**config.mk**
```make
export PLATFORM = sky130hd
export DESIGN_NAME = rtq_front
export DESIGN_NICKNAME = d
export VERILOG_FILES = /design/src/design/rtq_pkg.sv /design/src/design/rtq_front.sv
export SDC_FILE = /design/constraint.sdc
export NUM_CORES = 2
export LEC_CHECK = 0
export BUFFER_PORTS_ARGS = -buffer_cell sky130_fd_sc_hd__buf_2
export CAP_MARGIN = 20
export CELL_PAD_IN_SITES_DETAIL_PLACEMENT = 0
export CELL_PAD_IN_SITES_GLOBAL_PLACEMENT = 2
export CORE_MARGIN = 2
export CORE_UTILIZATION = 40
export DETAILED_ROUTE_END_ITERATION = 16
export PLACE_DENSITY = 0.78
export SKIP_LAST_GASP = 1
export SYNTH_ARGS = -nofsm -noshare
export SYNTH_HDL_FRONTEND = slang
export SYNTH_SLANG_ARGS = --single-unit
```
**constraint.sdc**
```tcl
create_clock -name clock -period 11.8 [get_ports clock]
set_clock_uncertainty 0.1 [all_clocks]
set_input_delay 0.59 -clock clock [delete_from_list [all_inputs] [get_ports clock]]
set_output_delay 0.59 -clock clock [all_outputs]
set_load 0.005 [all_outputs]
```
**src/design/rtq_pkg.sv**
```systemverilog
`default_nettype none
// ----------------------------------------------------------------------------
// rtq_pkg
// shared widths, branch codes and pipeline bundles of the rotation matrix
// to quaternion unit
// ----------------------------------------------------------------------------
package rtq_pkg;

   localparam int FRAC_BITS = 16;               // q2.16 on the matrix and quaternion ports
   localparam int IO_W      = 18;               // port width of matrix and quaternion
   localparam int V_W       = 21;               // unscaled vector element, signed
   localparam int MAG_W     = 19;               // magnitude of a vector element
   localparam int SQ_W      = 2 * MAG_W;        // one square
   localparam int NSQ_W     = SQ_W + 2;         // sum of four squares
   localparam int ROOT_W    = NSQ_W / 2;        // integer square root
   localparam int REM_W     = ROOT_W + 2;       // root remainder
   localparam int Q_W       = FRAC_BITS + 1;    // quotient, at most one
   localparam int NUM_W     = MAG_W + FRAC_BITS + 1;
   localparam int LANES     = 4;

   // front end, root, division, output register
   localparam int LATENCY   = 3 + ROOT_W + 1 + Q_W + 1;

   localparam logic [Q_W-1:0]  Q_ONE  = Q_W'(1) << FRAC_BITS;
   localparam logic [IO_W-1:0] IO_ONE = IO_W'(1) << FRAC_BITS;

   typedef enum logic [1:0] {
      BR_TRACE = 2'd0,
      BR_X     = 2'd1,
      BR_Y     = 2'd2,
      BR_Z     = 2'd3
   } rtq_branch_type;

   typedef struct packed {
      logic                            valid;
      logic                            rad_pos;
      rtq_branch_type                  branch;
      logic [LANES-1:0]                neg;
      logic [LANES-1:0][MAG_W-1:0]     mag;
   } rtq_side_type;

   typedef struct packed {
      logic                            valid;
      logic                            degen;
      rtq_branch_type                  branch;
      logic [LANES-1:0]                neg;
      logic [LANES-1:0][Q_W-1:0]       quot;
   } rtq_norm_type;

endpackage
`default_nettype wire

```
**src/design/rtq_front.sv**
```systemverilog
`default_nettype none
// ----------------------------------------------------------------------------
// rtq_front
// branch choice, unscaled vector, squares and sum of squares (three stages)
// ----------------------------------------------------------------------------
module rtq_front (
   input  wire logic                          clock,
   input  wire logic                          reset,
   input  wire logic                          in_valid,
   input  wire logic signed [rtq_pkg::IO_W-1:0] r00,
   input  wire logic signed [rtq_pkg::IO_W-1:0] r01,
   input  wire logic signed [rtq_pkg::IO_W-1:0] r02,
   input  wire logic signed [rtq_pkg::IO_W-1:0] r10,
   input  wire logic signed [rtq_pkg::IO_W-1:0] r11,
   input  wire logic signed [rtq_pkg::IO_W-1:0] r12,
   input  wire logic signed [rtq_pkg::IO_W-1:0] r20,
   input  wire logic signed [rtq_pkg::IO_W-1:0] r21,
   input  wire logic signed [rtq_pkg::IO_W-1:0] r22,
   output rtq_pkg::rtq_side_type              side_out,
   output logic [rtq_pkg::NSQ_W-1:0]          nsq_out
);
   import rtq_pkg::*;

   logic signed [V_W-1:0] e00, e01, e02, e10, e11, e12, e20, e21, e22;
   logic signed [V_W-1:0] tr, rad;
   logic signed [V_W-1:0] v [LANES];
   logic [V_W-1:0]        absv;
   rtq_side_type          side1_in, side1_ff, side2_ff, side3_ff;
   logic [SQ_W-1:0]       sq_in [LANES];
   logic [SQ_W-1:0]       sq_ff [LANES];
   logic [NSQ_W-1:0]      nsq_in, nsq_ff;

   always_comb begin
      e00 = V_W'(r00);
      e01 = V_W'(r01);
      e02 = V_W'(r02);
      e10 = V_W'(r10);
      e11 = V_W'(r11);
      e12 = V_W'(r12);
      e20 = V_W'(r20);
      e21 = V_W'(r21);
      e22 = V_W'(r22);
      tr  = e00 + e11 + e22;
      side1_in = '0;
      side1_in.valid = in_valid;
      priority if (tr > 0) begin
         side1_in.branch = BR_TRACE;
         rad  = tr + V_W'(Q_ONE);
         v[0] = rad;
         v[1] = e21 - e12;
         v[2] = e02 - e20;
         v[3] = e10 - e01;
      end else if (e00 > e11 && e00 > e22) begin
         side1_in.branch = BR_X;
         rad  = V_W'(Q_ONE) + e00 - e11 - e22;
         v[0] = e21 - e12;
         v[1] = rad;
         v[2] = e01 + e10;
         v[3] = e02 + e20;
      end else if (e11 > e22) begin
         side1_in.branch = BR_Y;
         rad  = V_W'(Q_ONE) + e11 - e00 - e22;
         v[0] = e02 - e20;
         v[1] = e01 + e10;
         v[2] = rad;
         v[3] = e12 + e21;
      end else begin
         side1_in.branch = BR_Z;
         rad  = V_W'(Q_ONE) + e22 - e00 - e11;
         v[0] = e10 - e01;
         v[1] = e02 + e20;
         v[2] = e12 + e21;
         v[3] = rad;
      end
      side1_in.rad_pos = (rad > 0);
      absv = '0;
      for (int i = 0; i < LANES; i++) begin
         side1_in.neg[i] = v[i][V_W-1];
         absv = v[i][V_W-1] ? V_W'(-v[i]) : V_W'(v[i]);
         side1_in.mag[i] = absv[MAG_W-1:0];
      end
   end

   always_comb begin
      for (int i = 0; i < LANES; i++) begin
         sq_in[i] = side1_ff.mag[i] * side1_ff.mag[i];
      end
      nsq_in = NSQ_W'(sq_ff[0]) + NSQ_W'(sq_ff[1]) + NSQ_W'(sq_ff[2]) + NSQ_W'(sq_ff[3]);
   end

   always_ff @(posedge clock) begin
      if (reset) begin
         side1_ff.valid <= 1'b0;
         side2_ff.valid <= 1'b0;
         side3_ff.valid <= 1'b0;
      end else begin
         side1_ff <= side1_in;
         side2_ff <= side1_ff;
         side3_ff <= side2_ff;
      end
      sq_ff  <= sq_in;
      nsq_ff <= nsq_in;
   end

   assign side_out = side3_ff;
   assign nsq_out  = nsq_ff;

endmodule
`default_nettype wire

```
==> metrics.cfg <==
[clock_network]
post_cts_buffers=0
cts_resized=0
cts_tree=built
clkTransAtPathRegs_ps=70
cts_made_buffers=55
ctsHoldBuffers=0
h-tree-depth=2
clock-sinks=440
clockBufferDepth=3
clk_latency_ps=680
root_buffer=clkbuf_16

[detailed_routing]
wl_per_cell_um=21.5
drtIter0Drc=3281
vias=52400
via_per_inst=5.09
ant_nets=0
remaining_drc_errors=0
wirelength_mm=221
drt_first_pass_iters=6

[timing]
fmax_mhz=125
finalSetupViolCount=0
post-route-period-util_pct=67.6
setup_tns_ps=0
slew_headroom_pct=24.4
tightest_slew_ps=1130
slew_viol_final=0
rsz0062_at_grt=no
hold_viol_final=0
layout_min_cycle_time_ps=7980

[setup_path]
cp_max_fo=20
arrival_ps=8470
timing.rr.start=side1_ff[27]
worst_setup_path_end_kind=flip-flop
startpoint=side1_ff[27]
required_ps=12290
path_class=flip-flop to flip-flop
crit_path_start_kind=flip-flop

[grt]
grt_pass1_wl_mm=339
grt_max_degree=73
grt_pass1_vias=56100
antenna_found_initial=10
grt-ovfl-total=0
grt_usage_pct=24.2

[yosys]
synth_ff_type=edfxtp_1
synthCells=7673
syn-cell-area_mm2=0.0724
postSynth.asyncResetShare_pct=0
seq_area_frac_synth_pct=15.6
syn_area_per_cell_um2=9.43
synth_edf_count=249
yosysWarnings=0
synth_seq_cells=440
ys_types=110

[layout]
drive_gt1_share_pct=6.85
mostFrequentLayoutCell=inv_1
area_delta_synth_final_pct=8.00
final_cell_mix=inv_1, fa_1, ha_1
fin_nets=10100

[die]
ioPinCount=289
die_w_um=429
die_area_mm2=0.184
initial_utilization_pct=40.1
die_y_um=429
row_count=156
coreArea_mm2=0.180

[placed_design]
gp_congestion=0.925
io_buffers=288
hpwl_mm=186

[flow_run]
drv_cap=0

[outcome]
status=complete, no violations

[hold_path]
hp-start=in_valid
hold_path.class=primary input to flip-flop

path summary, 6_finish.rpt:
| path | end | slack [ps] | cells past startpoint |
|---|---|---|---|
| hold / removal | side1_ff[83] | 130 | 2 |
| setup / recovery | sq_ff[112] | 3820 | 24 |
| hold reg to reg | side_out[0] | 310 | 0 |
| setup reg to reg | sq_ff[112] | 3820 | 24 |
metrics by stage:
| step | setup WS [ps] | instances | hold WS, ps | cell area, µm² | utilization (%) |
|---|---|---|---|---|---|
| floorplan | 4690 | 7674 | 300 | 72400 | - |
| CTS | 3800 | 10300 | 95.8 | 78200 | 43.3 |
| global route | 3250 | 10300 | 131 | 78200 | 43.3 |
| global placement | 3840 | 10200 | 301 | 76400 | 42.4 |
| finish | 3820 | 10300 | 130 | 78200 | 43.3 |
| detailed placement | 3820 | 10200 | 305 | 76400 | 42.4 |
sequential cells by signal (all words and copies together), names as in the netlist:
register and cells:
sq_ff 148, side1_ff 84, side2_ff 84, side_out 84, nsq_out 40
area by class of cell:
type | count | area (µm²)
fillers | 18000 | 102000
flip-flops and latches | 440 | 11300
multi-input cells | 5337 | 53800
diodes | 5 | 12.5
well taps | 2370 | 2970
repair buffers | 355 | 1940
clock inverters | 33 | 318
inverters | 1688 | 6340
clock buffers | 69 | 1460
cells in the mapped netlist (all sizes together), types with 79 or more instances:
cell type  instances  area [µm²]
a21o             107         803
a21oi            337        1710
and2             255        1600
clkbuf           163         652
dfxtp            191        3820
edfxtp           249        7480
fa              1151       23000
ha               876       11000
inv             1688        6340
nand2            627        2360
nor2             368        1400
nor2b             79         494
o21ai            213        1070
xnor2            277        2430
xor2             119        1040
worst max-delay path, stage by stage (launching register included):
cell,delay (ps)
edfxtp_1,880
and2_1,330
fa_1,450
fa_1,510
inv_1,50
fa_1,500
inv_1,50
fa_1,490
inv_1,50
fa_1,490
fa_1,500
inv_1,40
ha_1,220
or3_1,410
a211oi_1,310
o31ai_1,150
a31o_2,280
a21oi_1,400
o21ai_0,250
nand2_1,170
o221ai_1,180
or4_1,450
a31oi_1,260
o21ai_0,160
xor2_1,160
per-layer routing:
| metal | vias to the layer above | share of wire (%) | track usage (%) |
|---|---|---|---|
| li1 | 24700 | - | - |
| met1 | 26200 | 44 | 32.1 |
| met2 | 1275 | 48 | 41.6 |
| met3 | 271 | 4.0 | 2.12 |
| met4 | 2 | 3.9 | 8.12 |
| met5 | - | 0.0072 | 0 |
cells by family after synthesis:
group	count (synthesis)	synth area share [%]
xor+xnor	396	4.79
mux	73	1.04
simple gates	1735	11.6
compound gates	1103	9.97
flops	440	15.6
other cells	2	0.0104
buf+inv	1897	10.1
fa+ha+maj	2027	47.0
Power is left out: the tool's default activity adds up to more than one toggle a clock period on the data nets, which glitch-free logic cannot reach.
