--- config.mk ---
export PLATFORM = sky130hd
export DESIGN_NAME = rtq_sqrt
export DESIGN_NICKNAME = d
export VERILOG_FILES = /design/src/design/rtq_pkg.sv /design/src/design/rtq_sqrt.sv
export SDC_FILE = /design/constraint.sdc
export NUM_CORES = 2
export LEC_CHECK = 0
export BUFFER_PORTS_ARGS = -buffer_cell sky130_fd_sc_hd__buf_2
export CAP_MARGIN = 30
export CORE_MARGIN = 2
export CORE_UTILIZATION = 60
export CTS_CLUSTER_DIAMETER = 200
export CTS_CLUSTER_SIZE = 10
export DETAILED_ROUTE_END_ITERATION = 10
export PLACE_DENSITY = 0.77
export SLEW_MARGIN = 10
export SYNTH_ARGS = -nofsm -noshare
export SYNTH_HDL_FRONTEND = slang
export SYNTH_SLANG_ARGS = --single-unit
export TNS_END_PERCENT = 30
--- constraint.sdc ---
create_clock -name clock -period 44 [get_ports clock]
set_input_delay 2.2 -clock clock [delete_from_list [all_inputs] [get_ports clock]]
set_output_delay 2.2 -clock clock [all_outputs]
set_load 0.01 [all_outputs]
--- src/design/rtq_pkg.sv ---
`default_nettype none
// ----------------------------------------------------------------------------
// rtq_pkg
// shared widths, branch codes and pipeline bundles of the rotation matrix
// to quaternion unit
// ----------------------------------------------------------------------------
package rtq_pkg;

   localparam int FRAC_BITS = 16;               // q2.16 on the matrix and quaternion ports
   localparam int IO_W      = 18;               // port width of matrix and quaternion
   localparam int V_W       = 21;               // unscaled vector element, signed
   localparam int MAG_W     = 19;               // magnitude of a vector element
   localparam int SQ_W      = 2 * MAG_W;        // one square
   localparam int NSQ_W     = SQ_W + 2;         // sum of four squares
   localparam int ROOT_W    = NSQ_W / 2;        // integer square root
   localparam int REM_W     = ROOT_W + 2;       // root remainder
   localparam int Q_W       = FRAC_BITS + 1;    // quotient, at most one
   localparam int NUM_W     = MAG_W + FRAC_BITS + 1;
   localparam int LANES     = 4;

   // front end, root, division, output register
   localparam int LATENCY   = 3 + ROOT_W + 1 + Q_W + 1;

   localparam logic [Q_W-1:0]  Q_ONE  = Q_W'(1) << FRAC_BITS;
   localparam logic [IO_W-1:0] IO_ONE = IO_W'(1) << FRAC_BITS;

   typedef enum logic [1:0] {
      BR_TRACE = 2'd0,
      BR_X     = 2'd1,
      BR_Y     = 2'd2,
      BR_Z     = 2'd3
   } rtq_branch_type;

   typedef struct packed {
      logic                            valid;
      logic                            rad_pos;
      rtq_branch_type                  branch;
      logic [LANES-1:0]                neg;
      logic [LANES-1:0][MAG_W-1:0]     mag;
   } rtq_side_type;

   typedef struct packed {
      logic                            valid;
      logic                            degen;
      rtq_branch_type                  branch;
      logic [LANES-1:0]                neg;
      logic [LANES-1:0][Q_W-1:0]       quot;
   } rtq_norm_type;

endpackage
`default_nettype wire

--- src/design/rtq_sqrt.sv ---
`default_nettype none
// ----------------------------------------------------------------------------
// rtq_sqrt
// pipelined integer square root, one root bit per stage
// ----------------------------------------------------------------------------
module rtq_sqrt (
   input  wire logic                       clock,
   input  wire logic                       reset,
   input  rtq_pkg::rtq_side_type           side_in,
   input  wire logic [rtq_pkg::NSQ_W-1:0]  nsq_in,
   output rtq_pkg::rtq_side_type           side_out,
   output logic [rtq_pkg::ROOT_W-1:0]      root_out
);
   import rtq_pkg::*;

   logic [REM_W-1:0]  rem_ff  [ROOT_W];
   logic [ROOT_W-1:0] root_ff [ROOT_W];
   logic [NSQ_W-1:0]  x_ff    [ROOT_W];
   rtq_side_type      side_ff [ROOT_W];

   for (genvar k = 0; k < ROOT_W; k++) begin : g_stage
      logic [REM_W-1:0]  rem_src, cur, trial, rem_in;
      logic [ROOT_W-1:0] root_src, root_in;
      logic [NSQ_W-1:0]  x_src;
      rtq_side_type      side_src;
      logic              ge;

      if (k == 0) begin : g_first
         assign rem_src  = '0;
         assign root_src = '0;
         assign x_src    = nsq_in;
         assign side_src = side_in;
      end else begin : g_next
         assign rem_src  = rem_ff[k-1];
         assign root_src = root_ff[k-1];
         assign x_src    = x_ff[k-1];
         assign side_src = side_ff[k-1];
      end

      always_comb begin
         cur     = {rem_src[REM_W-3:0], x_src[2*(ROOT_W-1-k)+1 -: 2]};
         trial   = {root_src, 2'b01};
         ge      = (cur >= trial);
         rem_in  = ge ? (cur - trial) : cur;
         root_in = {root_src[ROOT_W-2:0], ge};
      end

      always_ff @(posedge clock) begin
         if (reset) begin
            side_ff[k].valid <= 1'b0;
         end else begin
            side_ff[k] <= side_src;
         end
         rem_ff[k]  <= rem_in;
         root_ff[k] <= root_in;
         x_ff[k]    <= x_src;
      end
   end

   assign side_out = side_ff[ROOT_W-1];
   assign root_out = root_ff[ROOT_W-1];

endmodule
`default_nettype wire

==> flow_results.org <==
** Outcome
- Run status :: completed

** Place
- Estimated wirelength of the detail-placed design :: 70.5 mm
- In this run the tool buffered the top-level ports with 229 buffer cells.
- Routability-driven placement finished with a final weighted congestion of 0.947.

** Worst setup path
- Data required time of the worst path :: 44.50 ns
- Crit path DAT :: 7.68 ns
- In this design, the critical path's most frequently occurring cell is sky130_fd_sc_hd__buf_4.
- In this design, the stage delay of the slowest critical-path cell is 0.83 ns.
- Type of element launching the critical path :: input pin
- The slowest stage of the critical path is the sky130_fd_sc_hd__buf_4 cell.
- The critical path in this run is classified as in -> reg.
- Cell chain of the critical path :: buf_2 > inv_8 > buf_12 > buf_4 > buf_4 > buf_4 > buf_16 > buf_12 > buf_4
- Along the worst path, the maximum fanout reaches 205.
- STA classifies the critical path endpoint as a flip-flop.

** Clock tree
- In this run the clock root is driven by a sky130_fd_sc_hd__clkbuf_16.
- No sink is reached through more buffers than the 4 on the longest clock path.
- Clock input transition at the sequential cells of the worst setup and hold paths :: 0.05 ns
- The clock tree synthesis step divided the H-tree into 5 levels.
- CTS tree :: done
- Number of resized instances in the post-cts repair step :: 0
- After clock tree synthesis, the setup repair step added 0 buffers.
- At the later pin of the worst-skew pair, clock insertion delay measures 0.88 ns.
- Buffers inserted to repair hold after CTS numbered 0.
- Number of buffers created by CTS :: 312
- TritonCTS Sinks :: 2627

** Timing
- Setup Skew :: 0.0784 ns
- Dividing the final minimum period by the clock period gives 16.3%.
- Accumulated negative setup slack :: 0 ns
- The final number of max-transition violations was 0.
- At the pin with the least slew margin, the transition time is 1.18 ns.
- The worst path needs 7.18 ns of the cycle, external delays included.
- Count of endpoints failing hold in the final timing report :: 0
- Max Clk Rate :: 139 MHz
- The worst pin sits at a relative slew slack of 21.2%.
- Setup-failing EPs final :: 0
- RSZ-0062 raised after global routing :: no

** Detailed routing
- Average detailed-routed wire length per instance :: 17.2 um
- In the routed layout, each cell is associated on average with a via count of 5.22.
- Detailed-route wire length :: 129 mm
- Via Count :: 39300
- Drt first-iter violations :: 3163
- The first detailed-routing pass took 6 iterations.
- In this run the remaining antenna-violating nets after routing total 0.
- Post-route DRC violation count :: 0

** Global routing
- Most heavily used metal layer in global routing :: met2
- Global routing used 21.6% of the available met1 tracks.
- Number of antenna violations at the first check in global routing :: 7
- Global routing used 31.7% of the available met2 tracks.
- Remaining global-route overflow :: 0
- Maximum number of pins on one net before global-route repair :: 209
- Routing usage on met3 :: 4.07%
- Wire length of the first global-routing pass :: 205 mm
- The number of global-route vias before repair was 39800.
- Across every metal layer, demand over resource in global routing totals 18.1%.

** Pwr
- Across the VDD grid, the largest voltage drop is 0.0441 mV.
- The analysis attributes to cell leakage a power of 37.8 nW.
- For this design the ratio of total power to cell area is 58.8 mW/mm^2.

** Synth
- Proportion of register bits with asynchronous set or reset after synthesis :: 0%
- Count of cell types in the netlist :: 81
- Synthesis handed over a netlist of 4996 instances.
- When the netlist entered floorplanning its net count stood at 5353.
- The Yosys step of the flow raised 0 warnings.
- The synthesized netlist occupies a cell area of 0.0844 mm^2.
- The average instance in the mapped netlist occupies 16.9 um^2.
- Sequential fraction of the synthesis area :: 82.0%
- Counting flops with a built-in enable in the synthesized netlist gives 1660.
- For this run, the leading register cell type out of synthesis is sky130_fd_sc_hd__edfxtp_1.
- Flop and latch count out of synthesis :: 2627

** Die
- Chip Width :: 379 um
- Vertical die dimension :: 379 um
- For this configuration, the core starts out at a cell density of 60.5%.
- The region available for standard cell placement spans 0.140 mm^2.
- The initialized floorplan defines 137 standard-cell rows.
- 230 I/O pins were placed.
- Die area :: 0.144 mm^2

** Layout
- Layout cell share with drive strength beyond 1 :: 11.6%
- The area growth from synthesis to layout is 14.5%.
- The top cell types in the final layout, fill and taps aside, are sky130_fd_sc_hd__edfxtp_1, sky130_fd_sc_hd__dfxtp_1, sky130_fd_sc_hd__clkbuf_16.
- The filler cells instantiated in the layout total 8840.
- # nets final :: 5883
- Utilization after layout :: 69.2%
- Most frequent standard cell in the layout excluding fill and tap cells :: sky130_fd_sc_hd__edfxtp_1

** Min path
- Type of the worst min-delay path :: reg -> reg

** Flow run
- Number of max-capacitance violations reported :: 0
## synthesized netlist by cell type, types with 9 or more instances
master                     instances  share of area, %
sky130_fd_sc_hd__nor2b_1          50              0.37
sky130_fd_sc_hd__nand2_1         218              0.97
sky130_fd_sc_hd__inv_1           278               1.2
sky130_fd_sc_hd__nor3_1           86              0.51
sky130_fd_sc_hd__ha_1            231               3.4
sky130_fd_sc_hd__o21a_1           49              0.44
sky130_fd_sc_hd__edfxtp_1       1660                59
sky130_fd_sc_hd__nand4_1          33              0.24
sky130_fd_sc_hd__nor4_1           32              0.24
sky130_fd_sc_hd__nand4b_1          9             0.093
sky130_fd_sc_hd__a211oi_1         23              0.20
sky130_fd_sc_hd__nand2b_1         43              0.32
sky130_fd_sc_hd__a21boi_0         11             0.098
sky130_fd_sc_hd__xnor2_1         147               1.5
sky130_fd_sc_hd__dfxtp_1         967                23
sky130_fd_sc_hd__and2_1           10             0.074
sky130_fd_sc_hd__a21oi_1         179               1.1
sky130_fd_sc_hd__o211ai_1         15              0.13
sky130_fd_sc_hd__and3_1           12             0.089
sky130_fd_sc_hd__clkbuf_1         35              0.16
sky130_fd_sc_hd__a31oi_1          14              0.10
sky130_fd_sc_hd__nand3_1          57              0.34
sky130_fd_sc_hd__a21o_1           50              0.44
sky130_fd_sc_hd__or2_2            15              0.11
sky130_fd_sc_hd__or4_1            15              0.13
sky130_fd_sc_hd__mux2_2           30              0.40
sky130_fd_sc_hd__xor2_1          127               1.3
sky130_fd_sc_hd__nor2_1          191              0.85
sky130_fd_sc_hd__or3_1            43              0.32
sky130_fd_sc_hd__o21ai_0         209               1.2
sky130_fd_sc_hd__o31ai_1          23              0.20
sky130_fd_sc_hd__o21bai_1          9             0.080
## state kept, by name, indices dropped and copies added (netlist names)
name	cells
x_ff	380
rem_ff	357
side_ff	1680
root_ff	210
## per-layer routing
layer	up-vias	share of wire (%)
met5	-	0.031
met4	6	3.3
met2	961	52
met1	18800	40
li1	19200	-
met3	341	4.5
## report_power, final
group | internal (W) | total, W | leakage (nW) | switching, W
clock | 0.00131 | 0.00219 | 4.08 | 0.000880
sequential | 0.00288 | 0.00300 | 24.3 | 0.000121
combinational | 0.000214 | 0.000494 | 9.38 | 0.000280
## final cells by class
type                       instances  area (um^2)  area share, %
multi-input combinational       2045        14000           14.5
clock inverter                     4         46.3         0.0479
antenna                            2         5.00        0.00518
inverter                         278         1050           1.09
tap                             1876         2350           2.43
clock buffer                     429         8400           8.69
timing repair buffer             262         1580           1.63
sequential                      2627        69200           71.6
## final timing paths
check,start,to,slack (ns),cells past startpoint
setup / recovery,reset,side_ff[4][165],36.82,9
hold / removal,x_ff[2][29],x_ff[3][29],0.29,0
setup reg to reg,root_ff[2][70],rem_ff[12][19],40.54,11
hold reg to reg,x_ff[2][29],x_ff[3][29],0.29,0
## worst max-delay path, delay by kind of cell
kind | cells | cell delay (ns)
buf+inv | 9 | 5.02
## cell families after synthesis
logic type	synth area share [%]
AO/OA/AOI/OAI	4.80
XOR/XNOR	2.84
adder cells (fa/ha/maj)	3.42
buffers and inverters	1.46
flip-flops	82.0
multiplexers	0.448
other	0.00444
AND/OR/NAND/NOR	5.02
## per-stage QoR
stage | hold WS (ns) | setup slack (ns) | std cells | instance area [um^2] | power [W]
after detailed placement | 0.312 | 35.45 | 7079 | 88000 | 0.00353
after global routing | 0.302 | 36.36 | 7521 | 96600 | 0.00592
after CTS | 0.296 | 36.41 | 7512 | 96400 | 0.00574
after global placement | 0.309 | 35.28 | 7077 | 87900 | 0.00350
after floorplan | 0.310 | 7.86 | 4996 | 84400 | 0.00349
final | 0.293 | 36.82 | 7523 | 96600 | 0.00568
Note: power is estimated with default switching activity, not from simulation.
